--- src/rtl/idea_block_cipher_core_macros.svh ---
// assertion macros for the idea block cipher core
`ifndef IDEA_BLOCK_CIPHER_CORE_MACROS_SVH
`define IDEA_BLOCK_CIPHER_CORE_MACROS_SVH

`ifndef SYNTH
`define IBC_ASSERT_IMP(lbl, ante, cons) \
  lbl: assert property (@(posedge clk) disable iff (!rst_n) (ante) |-> (cons)) \
    else $error("assertion failed");
`define IBC_ASSERT_NXT(lbl, ante, cons) \
  lbl: assert property (@(posedge clk) disable iff (!rst_n) (ante) |=> (cons)) \
    else $error("assertion failed");
`else
`define IBC_ASSERT_IMP(lbl, ante, cons)
`define IBC_ASSERT_NXT(lbl, ante, cons)
`endif

`endif

--- src/rtl/ibc_pkg.sv ---
// shared constants, types and the mod 65537 multiply for the idea block cipher core
package ibc_pkg;

  localparam int ROUNDS     = 8;
  localparam int KEY_DEPTH  = 6 * ROUNDS + 4;
  localparam int KEY_AW     = $clog2(KEY_DEPTH);
  localparam int RND_W      = (ROUNDS > 1) ? $clog2(ROUNDS) : 1;
  localparam int STEP_W     = 3;
  localparam int WORD_W     = 16;
  localparam int BLOCK_W    = 64;
  localparam int IN_TDATA_W = 88;

  localparam logic REQ_LOAD  = 1'b0;
  localparam logic REQ_BLOCK = 1'b1;

  localparam logic [STEP_W-1:0] STEP_MUL0 = 3'd0;
  localparam logic [STEP_W-1:0] STEP_ADD1 = 3'd1;
  localparam logic [STEP_W-1:0] STEP_ADD2 = 3'd2;
  localparam logic [STEP_W-1:0] STEP_MUL3 = 3'd3;
  localparam logic [STEP_W-1:0] STEP_MULT = 3'd4;
  localparam logic [STEP_W-1:0] STEP_MULU = 3'd5;
  localparam logic [STEP_W-1:0] STEP_MIX  = 3'd6;

  localparam logic [STEP_W-1:0] FIN_MUL0 = 3'd0;
  localparam logic [STEP_W-1:0] FIN_ADD1 = 3'd1;
  localparam logic [STEP_W-1:0] FIN_ADD2 = 3'd2;
  localparam logic [STEP_W-1:0] FIN_MUL3 = 3'd3;

  typedef logic [WORD_W-1:0] word_t;

  typedef enum logic [1:0] {
    ST_IDLE,
    ST_ROUND,
    ST_FINAL,
    ST_OUT
  } state_t;

  // zero operand stands for 65536
  function automatic word_t mulmod(word_t a, word_t b);
    logic [2*WORD_W-1:0] p;
    word_t lo;
    word_t hi;
    word_t res;
    p  = {{WORD_W{1'b0}}, a} * {{WORD_W{1'b0}}, b};
    lo = p[WORD_W-1:0];
    hi = p[2*WORD_W-1:WORD_W];
    if (a == '0) begin
      res = word_t'(1) - b;
    end else if (b == '0) begin
      res = word_t'(1) - a;
    end else begin
      res = lo - hi + {{(WORD_W-1){1'b0}}, (hi > lo)};
    end
    return res;
  endfunction

endpackage

--- src/rtl/ibc_ram.sv ---
// generic single write port ram with registered read
module ibc_ram #(
  parameter int WIDTH = 16,
  parameter int DEPTH = 52
) (
  input  logic                     clk,
  input  logic                     we,
  input  logic [$clog2(DEPTH)-1:0] waddr,
  input  logic [WIDTH-1:0]         wdata,
  input  logic [$clog2(DEPTH)-1:0] raddr,
  output logic [WIDTH-1:0]         rdata
);

  logic [WIDTH-1:0] mem [DEPTH];

  always_ff @(posedge clk) begin
    if (we) begin
      mem[waddr] <= wdata;
    end
    rdata <= mem[raddr];
  end

endmodule

--- src/rtl/idea_block_cipher_core.sv ---
// idea block cipher core: subkey store, shared round unit and sequencer
//
// channel  dir  handshake             payload
// in       in   in_tvalid/in_tready   tuser req_type, tdata key fields and block
// out      out  out_tvalid/out_tready tdata block_out
//
// load transaction: written straight into the subkey store if key_index < 52
// block transaction: round steps mul0, add1, add2, mul3, mult, mulu, mix for each
//   of ROUNDS rounds, transform steps mul0, add1, add2, mul3, then the output register;
//   subkeys read in turn from the single read port store, one shared mod 65537 multiplier
// reset clears control state only; the subkey store holds nothing until loaded
// a finished block waits in the output register; the next transaction is taken
//   meanwhile and a later block waits at its end until the register is free
module idea_block_cipher_core (
  input  logic                             clk,
  input  logic                             rst_n,
  input  logic                             in_tvalid,
  output logic                             in_tready,
  // key_index [5:0], key_value [21:6], block_in [85:22], zero [87:86]
  input  logic [ibc_pkg::IN_TDATA_W-1:0]   in_tdata,
  // req_type [0]
  input  logic                             in_tuser,
  output logic                             out_tvalid,
  input  logic                             out_tready,
  // block_out [63:0]
  output logic [ibc_pkg::BLOCK_W-1:0]      out_tdata
);

  import ibc_pkg::*;

  `include "idea_block_cipher_core_macros.svh"

  state_t              state_r, state_nxt;
  logic [STEP_W-1:0]   step_r, step_nxt;
  logic [RND_W-1:0]    rnd_r, rnd_nxt;
  logic [KEY_AW-1:0]   kptr_r, kptr_nxt;
  word_t               w0_r, w0_nxt, w1_r, w1_nxt, w2_r, w2_nxt, w3_r, w3_nxt;
  word_t               t_r, t_nxt, u_r, u_nxt;
  logic                out_valid_r, out_valid_nxt;
  logic [BLOCK_W-1:0]  out_data_r, out_data_nxt;

  logic [5:0]          in_key_index;
  word_t               in_key_value;
  logic [BLOCK_W-1:0]  in_block;
  logic                in_acc, blk_acc, load_acc, key_we;
  word_t               key_q, mul_a, mul_b, mul_res, mix_s;

  assign in_key_index = in_tdata[5:0];
  assign in_key_value = in_tdata[21:6];
  assign in_block     = in_tdata[85:22];

  assign in_acc   = in_tvalid && in_tready;
  assign blk_acc  = in_acc && (in_tuser == REQ_BLOCK);
  assign load_acc = in_acc && (in_tuser == REQ_LOAD);
  assign key_we   = load_acc && (in_key_index < 6'(KEY_DEPTH));

  ibc_ram #(
    .WIDTH (WORD_W),
    .DEPTH (KEY_DEPTH)
  ) u_key_ram (
    .clk   (clk),
    .we    (key_we),
    .waddr (in_key_index[KEY_AW-1:0]),
    .wdata (in_key_value),
    .raddr (kptr_nxt),
    .rdata (key_q)
  );

  // shared multiplier operand select
  always_comb begin
    mul_a = w0_r;
    mul_b = key_q;
    case (state_r)
      ST_ROUND: begin
        case (step_r)
          STEP_MUL3: mul_a = w3_r;
          STEP_MULT: mul_a = w0_r ^ w2_r;
          STEP_MULU: mul_a = (w1_r ^ w3_r) + t_r;
          default:   mul_a = w0_r;
        endcase
      end
      ST_FINAL: begin
        if (step_r == FIN_MUL3) begin
          mul_a = w3_r;
        end
      end
      default: mul_a = w0_r;
    endcase
  end

  assign mul_res = mulmod(mul_a, mul_b);
  assign mix_s   = t_r + u_r;

  // next state
  always_comb begin
    state_nxt = state_r;
    step_nxt  = step_r;
    rnd_nxt   = rnd_r;
    case (state_r)
      ST_IDLE: begin
        if (blk_acc) begin
          state_nxt = ST_ROUND;
          step_nxt  = STEP_MUL0;
          rnd_nxt   = '0;
        end
      end
      ST_ROUND: begin
        if (step_r == STEP_MIX) begin
          step_nxt = STEP_MUL0;
          if (rnd_r == RND_W'(ROUNDS - 1)) begin
            state_nxt = ST_FINAL;
          end else begin
            rnd_nxt = rnd_r + RND_W'(1);
          end
        end else begin
          step_nxt = step_r + STEP_W'(1);
        end
      end
      ST_FINAL: begin
        if (step_r == FIN_MUL3) begin
          state_nxt = ST_OUT;
          step_nxt  = STEP_MUL0;
        end else begin
          step_nxt = step_r + STEP_W'(1);
        end
      end
      ST_OUT: begin
        if (!out_valid_r || out_tready) begin
          state_nxt = ST_IDLE;
        end
      end
      default: state_nxt = ST_IDLE;
    endcase
  end

  // outputs and datapath
  always_comb begin
    in_tready     = 1'b0;
    kptr_nxt      = kptr_r;
    w0_nxt        = w0_r;
    w1_nxt        = w1_r;
    w2_nxt        = w2_r;
    w3_nxt        = w3_r;
    t_nxt         = t_r;
    u_nxt         = u_r;
    out_valid_nxt = out_valid_r && !out_tready;
    out_data_nxt  = out_data_r;
    case (state_r)
      ST_IDLE: begin
        in_tready = 1'b1;
        kptr_nxt  = '0;
        if (blk_acc) begin
          w0_nxt = in_block[63:48];
          w1_nxt = in_block[47:32];
          w2_nxt = in_block[31:16];
          w3_nxt = in_block[15:0];
        end
      end
      ST_ROUND: begin
        case (step_r)
          STEP_MUL0: begin
            w0_nxt   = mul_res;
            kptr_nxt = kptr_r + KEY_AW'(1);
          end
          STEP_ADD1: begin
            w1_nxt   = w1_r + key_q;
            kptr_nxt = kptr_r + KEY_AW'(1);
          end
          STEP_ADD2: begin
            w2_nxt   = w2_r + key_q;
            kptr_nxt = kptr_r + KEY_AW'(1);
          end
          STEP_MUL3: begin
            w3_nxt   = mul_res;
            kptr_nxt = kptr_r + KEY_AW'(1);
          end
          STEP_MULT: begin
            t_nxt    = mul_res;
            kptr_nxt = kptr_r + KEY_AW'(1);
          end
          STEP_MULU: begin
            u_nxt    = mul_res;
            kptr_nxt = kptr_r + KEY_AW'(1);
          end
          STEP_MIX: begin
            w0_nxt = w0_r ^ u_r;
            w3_nxt = w3_r ^ mix_s;
            w1_nxt = w2_r ^ u_r;
            w2_nxt = w1_r ^ mix_s;
          end
          default: kptr_nxt = kptr_r;
        endcase
      end
      ST_FINAL: begin
        case (step_r)
          FIN_MUL0: begin
            w0_nxt   = mul_res;
            kptr_nxt = kptr_r + KEY_AW'(1);
          end
          FIN_ADD1: begin
            w2_nxt   = w2_r + key_q;
            kptr_nxt = kptr_r + KEY_AW'(1);
          end
          FIN_ADD2: begin
            w1_nxt   = w1_r + key_q;
            kptr_nxt = kptr_r + KEY_AW'(1);
          end
          FIN_MUL3: begin
            w3_nxt   = mul_res;
            kptr_nxt = '0;
          end
          default: kptr_nxt = kptr_r;
        endcase
      end
      ST_OUT: begin
        if (!out_valid_r || out_tready) begin
          out_valid_nxt = 1'b1;
          out_data_nxt  = {w0_r, w2_r, w1_r, w3_r};
        end
      end
      default: kptr_nxt = '0;
    endcase
  end

  always_ff @(posedge clk) begin
    if (!rst_n) begin
      state_r     <= ST_IDLE;
      step_r      <= STEP_MUL0;
      rnd_r       <= '0;
      kptr_r      <= '0;
      out_valid_r <= 1'b0;
    end else begin
      state_r     <= state_nxt;
      step_r      <= step_nxt;
      rnd_r       <= rnd_nxt;
      kptr_r      <= kptr_nxt;
      out_valid_r <= out_valid_nxt;
    end
  end

  always_ff @(posedge clk) begin
    w0_r       <= w0_nxt;
    w1_r       <= w1_nxt;
    w2_r       <= w2_nxt;
    w3_r       <= w3_nxt;
    t_r        <= t_nxt;
    u_r        <= u_nxt;
    out_data_r <= out_data_nxt;
  end

  assign out_tvalid = out_valid_r;
  assign out_tdata  = out_data_r;

  `IBC_ASSERT_NXT(a_block_start, blk_acc, (state_r == ST_ROUND) && (kptr_r == '0) && (rnd_r == '0))
  `IBC_ASSERT_IMP(a_step_range, state_r == ST_ROUND, step_r <= STEP_MIX)
  `IBC_ASSERT_NXT(a_mix_holds_ptr, (state_r == ST_ROUND) && (step_r == STEP_MIX), $stable(kptr_r))
  `IBC_ASSERT_IMP(a_final_keys, state_r == ST_FINAL, kptr_r >= KEY_AW'(6 * ROUNDS))
  `IBC_ASSERT_NXT(a_out_load, (state_r == ST_OUT) && (!out_valid_r || out_tready), out_tvalid)

endmodule

--- config.mk ---
export PLATFORM = sky130hd
export DESIGN_NAME = idea_block_cipher_core
export DESIGN_NICKNAME = d
export VERILOG_FILES = /design/src/rtl/ibc_pkg.sv /design/src/rtl/ibc_ram.sv /design/src/rtl/idea_block_cipher_core.sv
export VERILOG_INCLUDE_DIRS = /design/src /design/src/rtl
export SDC_FILE = /design/constraint.sdc
export NUM_CORES = 2
export LEC_CHECK = 0
export ABC_AREA = 1
export ABC_CLOCK_PERIOD_IN_PS = 34800
export BUFFER_PORTS_ARGS = -buffer_cell sky130_fd_sc_hd__buf_2
export CAP_MARGIN = 20
export CORE_MARGIN = 1.5
export CORE_UTILIZATION = 68
export CTS_CLUSTER_DIAMETER = 30
export CTS_CLUSTER_SIZE = 40
export DETAILED_ROUTE_END_ITERATION = 10
export GPL_ROUTABILITY_DRIVEN = 0
export PLACE_DENSITY_LB_ADDON = 0.12
export RECOVER_POWER = 50
export SLEW_MARGIN = 20
export SYNTH_ARGS = -nofsm -noshare
export SYNTH_HDL_FRONTEND = slang
export SYNTH_SLANG_ARGS = --single-unit
--- constraint.sdc ---
create_clock -name clk -period 34.8 [get_ports clk]
set_input_delay 8.7 -clock clk [delete_from_list [all_inputs] [get_ports clk]]
set_output_delay 8.7 -clock clk [all_outputs]
set_load 0.005 [all_outputs]
=== Yosys cells after proc, flatten, opt, wreduce, memory -nomap -nowiden ===
Memories as Yosys holds them, arrays and structs flattened. A register that Yosys moved wholly into a read port is not among the register bits.
Index checks and enable logic that the tools add are counted.
Widths: inputs -> output; s select.

* Bits in latches: 0
* Memories kept: 1
* Bits in writable memories: 832
* Word-level logic and storage cells: 125
* Register bits after elaboration: 175
* ROM bits: 0

* $lt $le $gt $ge: 2
* Shift operators: 0
* Muxes and demuxes: 42
* Add/sub/neg operators: 11
* $mul: 1
* Div/mod/pow operators: 0
* Eq/ne operators: 23
* Bitwise logic cells: 7
* Reductions and logical operators: 26

{| class="wikitable"
|+ Memory list
! memory !! words !! bits a word !! read ports !! clocked after Yosys merged registers in !! write ports !! RTL line !! source
|-
| u_key_ram.mem || 52 || 16 || 1 || 1 || 1 || ibc_ram.sv:14 || <nowiki>logic [WIDTH-1:0] mem [DEPTH];</nowiki>
|}

{| class="wikitable"
|+ Operators with widths
! cell !! number
|-
| $pmux 16 s3 || 5
|-
| $mux 16 || 11
|-
| $pmux 16 s2 || 5
|-
| $xor 16x16->16 || 6
|-
| $add 16x16->16 || 4
|-
| $logic_not 16->1 || 2
|-
| $mul 16x16->32 || 1
|-
| $sub 1x16->16 const A || 2
|-
| $reduce_and 4->1 || 5
|-
| $ne 2x2->1 const B || 9
|-
| $pmux 6 s3 || 1
|-
| $add 16x1->16 || 1
|-
| $gt 16x16->1 || 1
|-
| $sub 16x16->16 || 1
|-
| $mux 3 || 5
|-
| $eq 3x3->1 const B || 4
|-
| $ne 3x3->1 const B || 4
|-
| $pmux 6 s2 || 1
|-
| $mux 2 || 5
|-
| $pmux 3 s3 || 1
|-
| $pmux 2 s4 || 1
|-
| $reduce_and 2->1 || 4
|-
| $add 3x1->3 const B || 2
|-
| $add 6x1->6 const B || 1
|-
| 19 further kinds || 30
|}

=== Depth between registers and ports, before layout ===
* Depth after elaboration: 11
* Depth in mapped cells: 73
* Mapped depth without buffers: 71

=== By module ===
From an unflattened synthesis, not the netlist that was laid out.

* Cells, all modules: 5,762
* Area, all modules: 56,889.6 µm²

{| class="wikitable"
|+ Modules (own cells, without submodules)
! module !! seq. area each (µm²) !! area an instance (µm²) !! cells each !! instances
|-
| ibc_ram || 25,304.3 || 34,317.9 || 2,836 || 1
|-
| idea_block_cipher_core || 5,104.9 || 22,571.6 || 2,926 || 1
|}

=== Worst setup path before layout ===
OpenSTA, ideal clock, no wires.

* Path kind: input -> register
* Start: input out_tready
* End: register out_data_r[0] (netlist: out_tdata[0]), enable pin
* Stages: 2
* Path slack: 22.461 ns
* Data arrival time: 11.832 ns
* Library setup time: 0.507 ns
* Data required time: 34.293 ns
* Cell sequence: inv_1 -> a21oi_1

* Longest elaborated chain between the ends: 2

{| class="wikitable"
|+ Ends and longest elaborated chain
! element !! RTL line !! source
|-
| from (decl) || idea_block_cipher_core.sv:24 || <nowiki>input logic out_tready,</nowiki>
|-
| $logic_or 1x1->1 || idea_block_cipher_core.sv:216 || <nowiki>if (!out_valid_r || out_tready) begin</nowiki>
|-
| $reduce_and 2->1 (no line) || n/a ||
|-
| to (signal assigned) || idea_block_cipher_core.sv:248 || <nowiki>out_data_r <= out_data_nxt;</nowiki>
|-
| to (decl) || idea_block_cipher_core.sv:40 || <nowiki>logic [BLOCK_W-1:0] out_data_r, out_data_nxt;</nowiki>
|}

No other way between the ends.
A chain may end at the register's enable or synchronous reset.

=== Worst setup path in the final report ===
* Start: register state_r[1]
* End: register u_key_ram.rdata[1] (read register of u_key_ram.mem)

* Longest elaborated chain between the ends: 2

{| class="wikitable"
|+ Ends and longest elaborated chain
! element !! RTL line !! source
|-
| from (decl) || idea_block_cipher_core.sv:33 || <nowiki>state_t state_r, state_nxt;</nowiki>
|-
| from (signal assigned) || idea_block_cipher_core.sv:233 || <nowiki>state_r <= state_nxt;</nowiki>
|-
| $eq 2x2->1, or another cell as far along || idea_block_cipher_core.sv:148 || <nowiki>case (state_r)</nowiki>
|-
| $pmux 6 s3 * || idea_block_cipher_core.sv:148 ||
|-
| to (decl) || ibc_ram.sv:11 || <nowiki>output logic [WIDTH-1:0] rdata</nowiki>
|}

Every way passes the cells marked *; elsewhere a longest branch is shown, timed or not.

==> flow_summary.json <==
{
  "outcome": "complete, but fails checks",
  "violations": "capacitance limit, slew limit",
  "hp-class": "flop to flop",
  "track_usage_pct": 37.7,
  "ctsResizeCount": 0,
  "yosysMostFrequentCell": "edfxtp_1",
  "io_pins": 159,
  "dr.first_iter.drc_count": 5786,
  "cp_max_fo": 163,
  "final.min_clock_period_ns": 20.30,
  "synth_adder_area_share_pct": 12.1,
  "synth_area_mm2": 0.0559,
  "cts_tree": "built",
  "wire_per_inst_um": 23.8,
  "start_kind": "flop",
  "finalMaxSlewViolations": 1452,
  "fin_nets": 5935,
  "first_global_vias": 41700,
  "area_growth_pct": 13.6,
  "critPathMaxStageDelay_ns": 4.96,
  "synth_compound_gate_area_share_pct": 12.3,
  "synthSimpleGateAreaFrac_pct": 13.3,
  "firstDrtPassIters": 8,
  "post_cts_buffers": 0,
  "rsz0062_at_grt": "no",
  "clock.fmax_mhz": 49.3,
  "htreeDepth": 4,
  "rr_worst_depth": 20,
  "synth_fp_nets": 5774,
  "grt_start_max_net_pins": 197,
  "final_hold_viol_count": 0,
  "crit_family": "buffers and inverters",
  "synth_top_family_by_area": "simple AND/OR/NAND/NOR gates",
  "clk_root_buffer_cell": "clkbuf_16",
  "ys_seq_elements": 1023,
  "clk_latency_ns": 0.76,
  "die_w_um": 290,
  "syn_avg_cell_area_um2": 10.6,
  "fin_tns_setup_ns": 0,
  "cp_slowest_cell": "clkbuf_1",
  "path_common_cell": "nand2_1",
  "async_reset_ff_share_pct": 0,
  "end_kind": "flop",
  "drv_cap": 22,
  "synth_common_cells": "edfxtp_1, nand2_1, nor2_1",
  "core_area_mm2": 0.0809,
  "worst-path-buf-inv": 8,
  "port_buffers": 156,
  "rows": 104,
  "tightest_slew_ns": 6.93,
  "synth-seq-area-share_pct": 54.4,
  "synth_area_leaders": "edfxtp_1, fa_1, ha_1",
  "cts_hold_buf": 0,
  "cp.required_ns": 35.47,
  "critical_path_depth": 20,
  "viasPerCell": 6.46,
  "die_h_um": 290,
  "clock_sinks": 1023,
  "period_share_pct": 58.3,
  "relSlewSlack_pct": -362,
  "cts_buffer_depth": 3,
  "fin_skew_ns": 0.0426,
  "yosys.area.top_type": "edfxtp_1",
  "grt_pass1_wl_um": 237000,
  "path_cells": "inv_1, ha_1, clkbuf_1, inv_1, clkbuf_1, o21ai_0, nand2_1, nand2_1, inv_1, nand2_1, nand2_1, clkinvlp_2, clkbuf_1, clkbuf_1, o21ai_0, o221ai_1, nand3_1, o21ai_0, o21bai_1, nand2_1",
  "synth_top_area_share_pct": 53.3,
  "antenna_found_initial": 3,
  "crit_arrival_ns": 20.97,
  "synth-edff-count": 992,
  "start_util_pct": 69.1,
  "synth_cell_type_count": 58,
  "ys.flop_type": "edfxtp_1",
  "path_clk_slew_ns": 0.05,
  "wl_um": 158000,
  "yosys_warnings": 0,
  "vias": 42900,
  "synthMuxAreaShare_pct": 0.340,
  "cts_made_buffers": 174,
  "die_area_mm2": 0.0839,
  "critical_path_class": "flop to flop",
  "setup_violations": 0,
  "grt-ovfl-total": 0,
  "hold_depth": 2,
  "synth_xor_area_share_pct": 2.07,
  "hpwlAfterDp_um": 98400,
  "ant_nets": 0,
  "netlist_instances": 5258,
  "drc_errors": 0,
  "drive_gt1_share_pct": 12.6
}
==> cell families after synthesis <==
logic type	count (synthesis)
multiplexers	19
buffers and inverters	770
flip-flops	1023
XOR/XNOR	132
AND/OR/NAND/NOR	1739
AO/OA/AOI/OAI	1152
adder cells (fa/ha/maj)	423
==> layer usage <==
metal / GRT usage, % / vias up / share of wire, %
met5: 0 / - / 0.0051
met4: 17.9 / 2 / 5.1
met3: 10.4 / 596 / 13
met2: 58.8 / 2996 / 46
met1: 49.4 / 20500 / 36
li1: - / 18700 / -
==> worst min-delay path, stage by stage, from the launching register on <==
cell and delay (ns):
dfxtp_1 0.31, nand2_1 0.06, a21oi_1 0.05
==> cell usage in the layout, fill, tap and decap left out, drive strengths merged, types with 20 or more instances in the layout <==
| master | synthesis | final |
|---|---|---|
| o21ai | 551 | 551 |
| o211ai | 111 | 111 |
| edfxtp | 992 | 992 |
| a21oi | 224 | 224 |
| clkinvlp | 0 | 27 |
| fa | 199 | 199 |
| o21bai | 23 | 23 |
| dfxtp | 31 | 31 |
| or2 | 147 | 147 |
| bufinv | 0 | 20 |
| o221ai | 94 | 94 |
| xor2 | 93 | 93 |
| nand2 | 708 | 708 |
| ha | 224 | 224 |
| o22ai | 61 | 61 |
| inv | 501 | 517 |
| nand3 | 210 | 210 |
| clkinv | 4 | 77 |
| clkbuf | 167 | 219 |
| xnor2 | 39 | 39 |
| o32ai | 35 | 35 |
| nor2 | 625 | 625 |
| buf | 98 | 222 |
==> sequential cells by signal, summed over array words and instances (netlist names), 3 cells and up <==
| register | cells |
|---|---|
| u_key_ram.rdata | 16 |
| kptr_r | 6 |
| u_r | 16 |
| w1_r | 16 |
| out_tdata | 64 |
| w0_r | 16 |
| rnd_r | 3 |
| w3_r | 16 |
| w2_r | 16 |
| step_r | 3 |
| t_r | 16 |
| u_key_ram.mem | 832 |
==> cell type report <==
cell class,count,area (um^2)
clock buffers,191,4480
flip-flops and latches,1023,30400
inverters,505,1900
well taps,1060,1330
repair buffers,250,1450
diodes,3,7.51
fillers,4925,17400
multi-input cells,3465,22500
clock inverters,136,1480
==> stage by stage <==
step | setup WS (ns) | area (um^2) | hold WS (ns) | util (%) | cells
6_report | 14.50 | 63500 | 0.469 | 78.5 | 6633
5_1_grt | 13.11 | 63500 | 0.488 | 78.5 | 6631
4_1_cts | 21.28 | 63600 | 0.469 | 78.6 | 6630
3_5_place_dp | 21.39 | 57600 | 0.461 | 71.2 | 6303
3_3_place_gp | 21.46 | 57600 | 0.459 | 71.2 | 6303
2_1_floorplan | 22.46 | 55900 | 0.449 | - | 5258
==> final timing paths <==
kind	from	to	slack, ns
max	state_r[1]	u_key_ram.rdata[1]	14.50
min	rnd_r[1]	rnd_r[1]	0.47
max reg2reg	state_r[1]	u_key_ram.rdata[1]	14.50
min reg2reg	rnd_r[1]	rnd_r[1]	0.47
Power is not shown: default switching activity piles up to over one toggle a cycle in this logic, so the estimate is an artifact.
